===== src/rtl/ssg_pkg.sv =====
// ----------------------------------------------------------------------------
// ssg_pkg
// Shared types and constants for the substitution sequence generator.
// ----------------------------------------------------------------------------
package ssg_pkg;

  localparam int unsigned CfgIdxW = 2;
  localparam int unsigned DataW   = 32;

  localparam logic [CfgIdxW-1:0] REG_VARIANT   = 2'd0;
  localparam logic [CfgIdxW-1:0] REG_BIT_LIMIT = 2'd1;

  localparam logic [DataW-1:0] LIMIT_RESET = 32'd1024;
  localparam logic [DataW-1:0] EMIT_MAX    = 32'hFFFF_FFFF;

  localparam logic       VAR_TERNARY = 1'b0;
  localparam logic       VAR_BINARY  = 1'b1;

  localparam logic [7:0] MASK_TERNARY = 8'h0F;
  localparam logic [7:0] MASK_BINARY  = 8'hFF;
  localparam int unsigned NOISE_BIT   = 7;

  localparam logic [1:0] DIGIT_ONE = 2'd1;
  localparam logic [1:0] DIGIT_TWO = 2'd2;

  // status a digit cell hands to its neighbor and to the encoder
  typedef struct packed {
    logic carry_out;   // advance ripples past this cell
    logic stop;        // advance lands on this cell
    logic stop_on_one; // landed digit was 1
  } ssg_cell_stat_t;

  // one result word
  typedef struct packed {
    logic bit_val;
    logic inverted;
    logic finished;
  } ssg_result_t;

endpackage


===== src/rtl/substitution_sequence_generator.sv =====
// ----------------------------------------------------------------------------
// substitution_sequence_generator
// Chacon substitution bit sequence, one result word per random byte.
// Throughput: one byte per cycle while the skid register is empty; the digit
// carry ripples through the cell row within the cycle and the next word sees the updated digits.
// Output register plus a skid register keep input ready while a word waits.
// Reset: synchronous, clears digits, counters, done latch and output/skid valid flags.
// ----------------------------------------------------------------------------
module substitution_sequence_generator #(
  parameter int unsigned STAGES = 32
) (
  input  logic                          clk,
  input  logic                          rst_n,
  input  logic                          cfg_we,
  input  logic [ssg_pkg::CfgIdxW-1:0]   cfg_index,
  input  logic [ssg_pkg::DataW-1:0]     cfg_data,
  input  logic                          in_valid,
  output logic                          in_ready,
  input  logic [7:0]                    in_rand_byte,
  output logic                          out_valid,
  input  logic                          out_ready,
  output logic                          out_bit,
  output logic                          out_inverted_bit,
  output logic                          out_finished
);

  localparam int unsigned PW = $clog2(STAGES + 1);

  logic                      variant_r;
  logic [ssg_pkg::DataW-1:0] limit_r;
  logic [PW-1:0]             pending_r;
  logic [PW-1:0]             pending_nxt;
  logic [ssg_pkg::DataW-1:0] emitted_r;
  logic [ssg_pkg::DataW-1:0] emitted_nxt;
  logic                      done_r;
  logic                      done_nxt;

  logic                      accept;
  logic                      advance;
  logic                      overflow;
  logic [PW-1:0]             pending_new;
  logic [7:0]                mask;
  logic                      noise;
  logic                      emit;
  ssg_pkg::ssg_result_t      res;

  ssg_pkg::ssg_result_t      out_r;
  logic                      out_valid_r;
  ssg_pkg::ssg_result_t      skid_r;
  logic                      skid_valid_r;

  assign in_ready = ~skid_valid_r;
  assign accept   = in_valid & in_ready;

  assign mask  = (variant_r == ssg_pkg::VAR_BINARY) ? ssg_pkg::MASK_BINARY
                                                    : ssg_pkg::MASK_TERNARY;
  assign noise = ((in_rand_byte & mask) == 8'd0) ? in_rand_byte[ssg_pkg::NOISE_BIT] : 1'b0;

  ssg_digit_chain #(
    .STAGES (STAGES),
    .PW     (PW)
  ) u_chain (
    .clk         (clk),
    .rst_n       (rst_n),
    .advance     (advance),
    .variant     (variant_r),
    .overflow    (overflow),
    .pending_new (pending_new)
  );

  always_comb begin
    pending_nxt = pending_r;
    done_nxt    = done_r;
    advance     = 1'b0;
    emit        = 1'b0;
    res         = '0;
    if (pending_r != '0) begin
      pending_nxt  = pending_r - PW'(1);
      emit         = 1'b1;
      res.bit_val  = ~noise;
      res.inverted = 1'b1;
    end else if (done_r || (emitted_r >= limit_r)) begin
      done_nxt     = 1'b1;
      res.finished = 1'b1;
    end else begin
      emit        = 1'b1;
      advance     = accept;
      res.bit_val = noise;
      pending_nxt = pending_new;
      if (overflow) begin
        done_nxt = 1'b1;
      end
    end
    emitted_nxt = (emit && emitted_r != ssg_pkg::EMIT_MAX) ? emitted_r + 32'd1 : emitted_r;
  end

  always_ff @(posedge clk) begin
    if (!rst_n) begin
      variant_r <= ssg_pkg::VAR_TERNARY;
      limit_r   <= ssg_pkg::LIMIT_RESET;
    end else if (cfg_we) begin
      case (cfg_index)
        ssg_pkg::REG_VARIANT:   variant_r <= cfg_data[0];
        ssg_pkg::REG_BIT_LIMIT: limit_r   <= cfg_data;
        default: ;
      endcase
    end
  end

  always_ff @(posedge clk) begin
    if (!rst_n) begin
      pending_r <= '0;
      emitted_r <= '0;
      done_r    <= 1'b0;
    end else if (accept) begin
      pending_r <= pending_nxt;
      emitted_r <= emitted_nxt;
      done_r    <= done_nxt;
    end
  end

  // output word register with a skid stage behind it
  always_ff @(posedge clk) begin
    if (!rst_n) begin
      out_valid_r  <= 1'b0;
      skid_valid_r <= 1'b0;
    end else if (!out_valid_r || out_ready) begin
      if (skid_valid_r) begin
        out_valid_r  <= 1'b1;
        skid_valid_r <= 1'b0;
      end else begin
        out_valid_r <= accept;
      end
    end else if (accept) begin
      skid_valid_r <= 1'b1;
    end
  end

  always_ff @(posedge clk) begin
    if (!out_valid_r || out_ready) begin
      out_r <= skid_valid_r ? skid_r : res;
    end else if (accept) begin
      skid_r <= res;
    end
  end

  assign out_valid        = out_valid_r;
  assign out_bit          = out_r.bit_val;
  assign out_inverted_bit = out_r.inverted;
  assign out_finished     = out_r.finished;

  a_skid_implies_out: assert property (@(posedge clk) disable iff (!rst_n)
    skid_valid_r |-> out_valid_r)
    else $error("skid word held with output register empty");

  a_done_latched: assert property (@(posedge clk) disable iff (!rst_n)
    done_r |=> done_r)
    else $error("done latch released without reset");

  a_pending_drains: assert property (@(posedge clk) disable iff (!rst_n)
    (accept && pending_r != '0) |=> (pending_r == $past(pending_r) - PW'(1)))
    else $error("pending count did not drop by one on an inverted word");

  a_finished_clean: assert property (@(posedge clk) disable iff (!rst_n)
    (out_valid_r && out_r.finished) |-> (!out_r.bit_val && !out_r.inverted))
    else $error("finished word carries a bit");

endmodule


===== src/rtl/ssg_digit_cell.sv =====
// ----------------------------------------------------------------------------
// ssg_digit_cell
// One counter digit. Clears when the carry ripples through it, increments
// when the carry stops here.
// ----------------------------------------------------------------------------
module ssg_digit_cell (
  input  logic                    clk,
  input  logic                    rst_n,
  input  logic                    advance,
  input  logic                    variant,
  input  logic                    carry_in,
  output ssg_pkg::ssg_cell_stat_t stat
);

  logic [1:0] digit_r;
  logic [1:0] digit_nxt;
  logic       prop;

  // ternary passes on a 2, binary passes on a 1
  assign prop = (variant == ssg_pkg::VAR_BINARY) ? (digit_r == ssg_pkg::DIGIT_ONE)
                                                 : (digit_r == ssg_pkg::DIGIT_TWO);

  assign stat.carry_out   = carry_in & prop;
  assign stat.stop        = carry_in & ~prop;
  assign stat.stop_on_one = carry_in & ~prop & (digit_r == ssg_pkg::DIGIT_ONE);

  always_comb begin
    digit_nxt = digit_r;
    if (advance && carry_in) begin
      digit_nxt = prop ? 2'd0 : digit_r + 2'd1;
    end
  end

  always_ff @(posedge clk) begin
    if (!rst_n) begin
      digit_r <= 2'd0;
    end else begin
      digit_r <= digit_nxt;
    end
  end

endmodule


===== src/rtl/ssg_digit_chain.sv =====
// ----------------------------------------------------------------------------
// ssg_digit_chain
// Row of digit cells, least significant first, plus the encoder that turns
// the carry pattern into a pending count of inverted words.
// ----------------------------------------------------------------------------
module ssg_digit_chain #(
  parameter int unsigned STAGES = 32,
  parameter int unsigned PW     = 6
) (
  input  logic          clk,
  input  logic          rst_n,
  input  logic          advance,
  input  logic          variant,
  output logic          overflow,
  output logic [PW-1:0] pending_new
);

  ssg_pkg::ssg_cell_stat_t stat [STAGES];
  logic [STAGES:0]         carry;
  logic [PW-1:0]           bin_cnt;
  logic                    tern_one;

  assign carry[0] = 1'b1;

  for (genvar g = 0; g < STAGES; g++) begin : g_cell
    ssg_digit_cell u_cell (
      .clk      (clk),
      .rst_n    (rst_n),
      .advance  (advance),
      .variant  (variant),
      .carry_in (carry[g]),
      .stat     (stat[g])
    );
    assign carry[g+1] = stat[g].carry_out;
  end

  assign overflow = carry[STAGES];

  // stop is one-hot (or empty on overflow): OR-encode its position
  always_comb begin
    bin_cnt  = overflow ? PW'(STAGES) : '0;
    tern_one = 1'b0;
    for (int i = 0; i < STAGES; i++) begin
      if (stat[i].stop) begin
        bin_cnt = bin_cnt | PW'(i);
      end
      tern_one = tern_one | stat[i].stop_on_one;
    end
  end

  assign pending_new = (variant == ssg_pkg::VAR_BINARY) ? bin_cnt : PW'(tern_one);

endmodule

===== config.mk =====
export PLATFORM = sky130hd
export DESIGN_NAME = substitution_sequence_generator
export DESIGN_NICKNAME = d
export VERILOG_FILES = /design/src/rtl/ssg_pkg.sv /design/src/rtl/substitution_sequence_generator.sv /design/src/rtl/ssg_digit_cell.sv /design/src/rtl/ssg_digit_chain.sv
export SDC_FILE = /design/constraint.sdc
export NUM_CORES = 1
export LEC_CHECK = 0
export BUFFER_PORTS_ARGS = -buffer_cell sky130_fd_sc_hd__clkbuf_2
export CORE_UTILIZATION = 50
export CTS_CLUSTER_SIZE = 25
export DETAILED_ROUTE_END_ITERATION = 8
export GPL_TIMING_DRIVEN = 0
export PLACE_DENSITY = 0.67
export SYNTH_ARGS = -nofsm -noshare
export SYNTH_HDL_FRONTEND = slang
export SYNTH_SLANG_ARGS = --single-unit

===== constraint.sdc =====
create_clock -name clk -period 7.65 [get_ports clk]
set_input_delay 1.53 -clock clk [delete_from_list [all_inputs] [get_ports clk]]
set_output_delay 1.53 -clock clk [all_outputs]
set_load 0.01 [all_outputs]

* Word level (Yosys, flattened, before mapping)
Index checks and enable logic that the tools add are counted.
Storage, ports and cells: word-level logic and storage cells 519, output and inout port bits 5, bits of input ports 47, flip-flop bits (word level) 144
Operators by class: magnitude comparators 1, equal/unequal tests 77, $add $sub $neg 34, reduce and logical (&&, ||, !) cells 46, bitwise gates (word level) 162, multiplexer cells 154
Operators with widths (number):
- $mux 32 | 8
- $and 1x1->1 | 95
- $mux 5 | 16
- $mux 1 | 73
- $mux 2 | 34
- $eq 2x1->1 const B | 33
- $add 2x1->2 const B | 32
- $eq 2x2->1 const B | 32
- $mux 6 | 7
- $not 1->1 | 35
- $add 32x1->32 const B | 1
- $ge 32x32->1 | 1
- $logic_and 1x1->1 | 32
- $mux 4 | 8
- $ne 32x32->1 const B | 1
- $or 1x1->1 | 31
- $mux 3 | 7
- $ne 2x1->1 const B | 6
- $reduce_and 2->1 | 6
- $and 8x8->8 | 1
- $logic_not 8->1 | 1
- $mux 8 | 1
- $ne 3x1->1 const B | 2
- $ne 3x3->1 const B | 2
- other kinds (8) | 9

* Longest topological paths before layout
word-level depth 71, mapped depth 12, mapped depth without buffers 11

* Hierarchy
A second synthesis with hierarchy kept.
Unflattened totals: cells, all modules 1130, area total of the unflattened synthesis 9675.5 sq um
By module, submodules not included:
- ssg_digit_cell | cells an instance 17, seq. area each 40.0 sq um, instances 32, area an instance 157.7 sq um
- substitution_sequence_generator | cells an instance 549, seq. area each 1661.6 sq um, instances 1, area an instance 4401.7 sq um
- ssg_digit_chain | cells an instance 37, seq. area each 0.0 sq um, instances 1, area an instance 229.0 sq um

* Worst setup path after synthesis
Ideal clock, no wire load.
path kind input -> register, from input in_valid, to register u_chain.g_cell[19].u_cell.digit_r[1], data required time 7.580 ns, arrival 3.251 ns, stages 7, buffers on the path 1, slack 4.329 ns, library setup time 0.070 ns, cell sequence nor2b_1 nand2_1 or3_1 clkbuf_1 or3_4 or3_1 a21boi_1
On the way: word-level cells in the longest chain between the ends 5
RTL lines:
- from (decl) | RTL line substitution_sequence_generator.sv:17 | input logic in_valid,
- $and 1x1->1 | RTL line substitution_sequence_generator.sv:53 | assign accept = in_valid & in_ready;
- $mux 1 | RTL line substitution_sequence_generator.sv:82 | end else if (done_r || (emitted_r >= limit_r)) begin
- $mux 1 (2 in a row) | RTL line substitution_sequence_generator.sv:77 | if (pending_r != '0) begin
- $logic_and 1x1->1 | RTL line ssg_digit_cell.sv:29 | if (advance && carry_in) begin
- to (signal assigned) | RTL line ssg_digit_cell.sv:38 | digit_r <= digit_nxt;
- to (decl) | RTL line ssg_digit_cell.sv:15 | logic [1:0] digit_r;
Every way passes these cells. The select of a mux whose other input is x is not followed. A chain may end at the register's enable or synchronous reset.

* Worst setup path after layout
from input in_valid, to register u_chain.g_cell[4].u_cell.digit_r[0]
On the way: word-level cells in the longest chain between the ends 5
RTL lines (RTL line):
- $and 1x1->1 | substitution_sequence_generator.sv:53
- $mux 1 | substitution_sequence_generator.sv:82
- $mux 1 (2 in a row) | substitution_sequence_generator.sv:77
- $logic_and 1x1->1 | ssg_digit_cell.sv:29
- to (signal assigned) | ssg_digit_cell.sv:38
- to (decl) | ssg_digit_cell.sv:15
Every way passes these cells. The select of a mux whose other input is x is not followed.

==> flow_summary_export.csv <==
group,metric,value,unit
finish,fin_nets,1410,
setup_path,cpMaxStageDelayCell,"nor3_1",
synthesis,synth_area,9690,um2
sta,finalSetupTns,0,ns
setup_path,cp_num_buf_inv,3,
sta,relSlewSlack,28.1,%
setup_path,worstPathArrival,4.41,ns
floorplanning,rows,50,
finish,final_common_cell,"nand2_1",
floorplanning,die_height,141,um
setup_path,startpoint_type,"input pin",
drt,wire_per_inst,16.4,um
floorplanning,fp.dieW,141,um
run,drv_cap,0,
synthesis,ys_seq_area_share,30.4,%
drt,vias,8719,
sta,slew_viol_final,0,
place,dp.cells,1505,
sta,fin_crit_sh,53.4,%
finish,finalNonFillerCells,1537,
drt,drc_errors,0,
cts,postCtsHoldBufs,0,
setup_path,crit_family,"simple AND/OR/NAND/NOR gates",
finish,drive_gt1_share,10.2,%
setup_path,required,7.98,ns
cts,cts_max_path_buffers,2,
synthesis,synth-async-reset-ratio,0,%
grt,antenna_found_initial,0,
floorplanning,io_pins,52,
sta,whs,0.463,ns
setup_path,cp_cell_sequence,"clkbuf_2, nor2b_1, nand2_1, nor3_1, buf_2, buf_1, a31oi_1, o21a_1",
cts,root_buffer,"clkbuf_16",
finish,final_cell_mix,"179 x nand2_1, 138 x dfxtp_1, 116 x inv_1",
setup_path,end_kind,"flip-flop",
setup_path,max_stage_delay,0.86,ns
sta,rsz0062_at_grt,"no",
synthesis,synth.ff_latch_count,144,
synthesis,synthDistinctLibCells,75,
grt,grtUsageTotal,26.2,%
setup_path,path_max_fanout,10,
power,power_density,173,nW/um2
synthesis,syn_nets,1343,
sta,max_freq,245,MHz
place,numPortBuffers,48,
cts,cts_setup_buffers,0,
sta,finalSetupViolations,0,
min_path,hold_path_class,"flip-flop to flip-flop",
synthesis,syn_area_per_cell,8.10,um2
cts,cts_resized,0,
synthesis,synth_top_flop_cell,"dfxtp_1",
drt,via_per_inst,5.67,
power,leakagePower,4.05,nW
synthesis,netlist_instances,1197,
cts,path_clk_slew,0.07,ns
finish,area_growth,12.2,%
cts,cts.sinks,144,
grt,grt_pass1_wl,40900,um
floorplanning,die_area,19900,um2
drt,drt_iter0_markers,606,
status,status,"finished, final reports clean",
power,ir_drop,0.144,mV
sta,hold_viol_final,0,
floorplanning,core,18800,um2
grt,grt_pass1_vias,8170,
finish,diodes,0,
grt,grt_max_degree,17,
grt,gr-total-overflow,0,
setup_path,path_class,"input pin to flip-flop",
synthesis,synth_warnings,0,
sta,period_minus_slack,4.08,ns
drt,ant_nets,0,
floorplanning,start_util,51.5,%
cts,clk_latency,0.44,ns
place,hpwl,18900,um
cts,numCtsBuffers,17,
cts,htreeDepth,4,
drt,first_pass_iters,6,
finish,fillerInstances,1784,
synthesis,synth_edf_count,6,
place,dpl_cell_area,10300,um2
place,gp_congestion,0.950,
drt,routed_wl,25100,um
cts,cts_tree,"yes",
finish,design_area,10900,um2
sta,worst_pin_slew,1.07,ns
sta,fin_skew,0.00959,ns
-- worst register-to-register path: cells and delay by family, from the launching register on --
family / cells / cell delay [ns]
fa+ha+maj: 1 / 0.34
buf+inv: 3 / 1.03
compound gates: 5 / 1.21
flops: 1 / 0.31
simple gates: 2 / 1.02
-- where the power goes --
group / internal [mW] / total, mW / switching, mW
sequential: 0.776 / 0.789 / 0.0124
clock: 0.499 / 0.894 / 0.395
combinational: 0.0702 / 0.197 / 0.127
-- Yosys cell counts (3+ instances only) --
cell / count / area share (%)
a211oi_1: 6 / 0.46
a21boi_0: 74 / 5.7
a21boi_1: 6 / 0.46
a21oi_1: 23 / 1.2
a221oi_1: 5 / 0.45
a311oi_1: 3 / 0.27
a31oi_1: 9 / 0.58
and2_1: 23 / 1.5
and3_1: 14 / 0.90
and4_1: 6 / 0.54
buf_1: 5 / 0.19
buf_2: 9 / 0.46
clkbuf_1: 27 / 1.0
dfxtp_1: 138 / 29
edfxtp_1: 6 / 1.9
ha_1: 99 / 13
inv_1: 116 / 4.5
mux2_2: 27 / 3.1
mux2i_1: 34 / 3.5
nand2_1: 179 / 6.9
nand2b_1: 12 / 0.77
nand3_1: 47 / 2.4
nand3b_1: 16 / 1.2
nand4_1: 25 / 1.6
nand4b_1: 7 / 0.63
nor2_1: 57 / 2.2
nor2b_1: 23 / 1.5
nor3_1: 23 / 1.2
nor3b_1: 3 / 0.23
nor4_1: 7 / 0.45
o211ai_1: 5 / 0.39
o21a_1: 12 / 0.93
o21ai_0: 38 / 2.0
o221ai_1: 4 / 0.36
o22ai_1: 4 / 0.26
o31ai_1: 4 / 0.31
or3_1: 36 / 2.3
or4_1: 6 / 0.46
xor2_1: 12 / 1.1
-- flip-flops by register name, summed over array words and instances, names as in the netlist --
register,flops
variant_r,1
out_valid,1
skid_valid_r,1
out_finished,1
emitted_r,32
out_bit,1
skid_r,3
out_inverted_bit,1
pending_r,6
u_chain.g_cell.u_cell.digit_r,64
done_r,1
limit_r,32
-- cells by family after synthesis --
| family | count (synthesis) | share of synthesized area (%) |
|---|---|---|
| compound gates | 228 | 16.7 |
| xor+xnor | 14 | 1.27 |
| fa+ha+maj | 99 | 12.8 |
| buf+inv | 159 | 6.39 |
| flops | 144 | 30.4 |
| mux | 61 | 6.65 |
| simple gates | 492 | 25.8 |
-- path summary, 6_finish.rpt --
| path | end | slack [ns] | cells after the start | startpoint |
|---|---|---|---|---|
| max | u_chain.g_cell[4].u_cell.digit_r[0]$_SDFFE_PN0P_ | 3.57 | 8 | in_valid |
| min | limit_r[9]$_SDFFE_PN0P_ | 0.46 | 2 | limit_r[9]$_SDFFE_PN0P_ |
| max reg2reg | u_chain.g_cell[4].u_cell.digit_r[0]$_SDFFE_PN0P_ | 3.65 | 11 | limit_r[10]$_SDFFE_PN1P_ |
| min reg2reg | limit_r[9]$_SDFFE_PN0P_ | 0.46 | 2 | limit_r[9]$_SDFFE_PN0P_ |
-- through the flow --
| stage | total power [mW] | worst slack (ns) | utilization (%) |
|---|---|---|---|
| finish | 1.88 | 3.57 | 57.8 |
| global route | 1.94 | 3.53 | 57.8 |
| CTS | 1.89 | 3.67 | 57.8 |
| detailed placement | 1.00 | 3.23 | 54.5 |
| global placement | 0.999 | 3.15 | 54.5 |
| floorplan | 0.926 | 4.33 | - |
-- layer usage --
metal / up-vias / track usage [%] / share of wire (%)
met5: - / 0 / 0
met4: 0 / 10.1 / 2.6
met3: 59 / 5.57 / 5.0
met2: 244 / 45.5 / 49
met1: 4087 / 31.5 / 44
li1: 4329 / - / -
-- area by class of cell --
class	instances	area [um2]	area share, %
inverters	116	435	4.00
repair buffers	48	240	2.21
clock inverters	15	193	1.77
well taps	260	325	2.99
plain buffers	43	184	1.69
flip-flops and latches	144	2940	27.1
multi-input cells	894	6130	56.4
clock buffers	17	425	3.91
No activity file was read; power rests on OpenSTA's default activity.
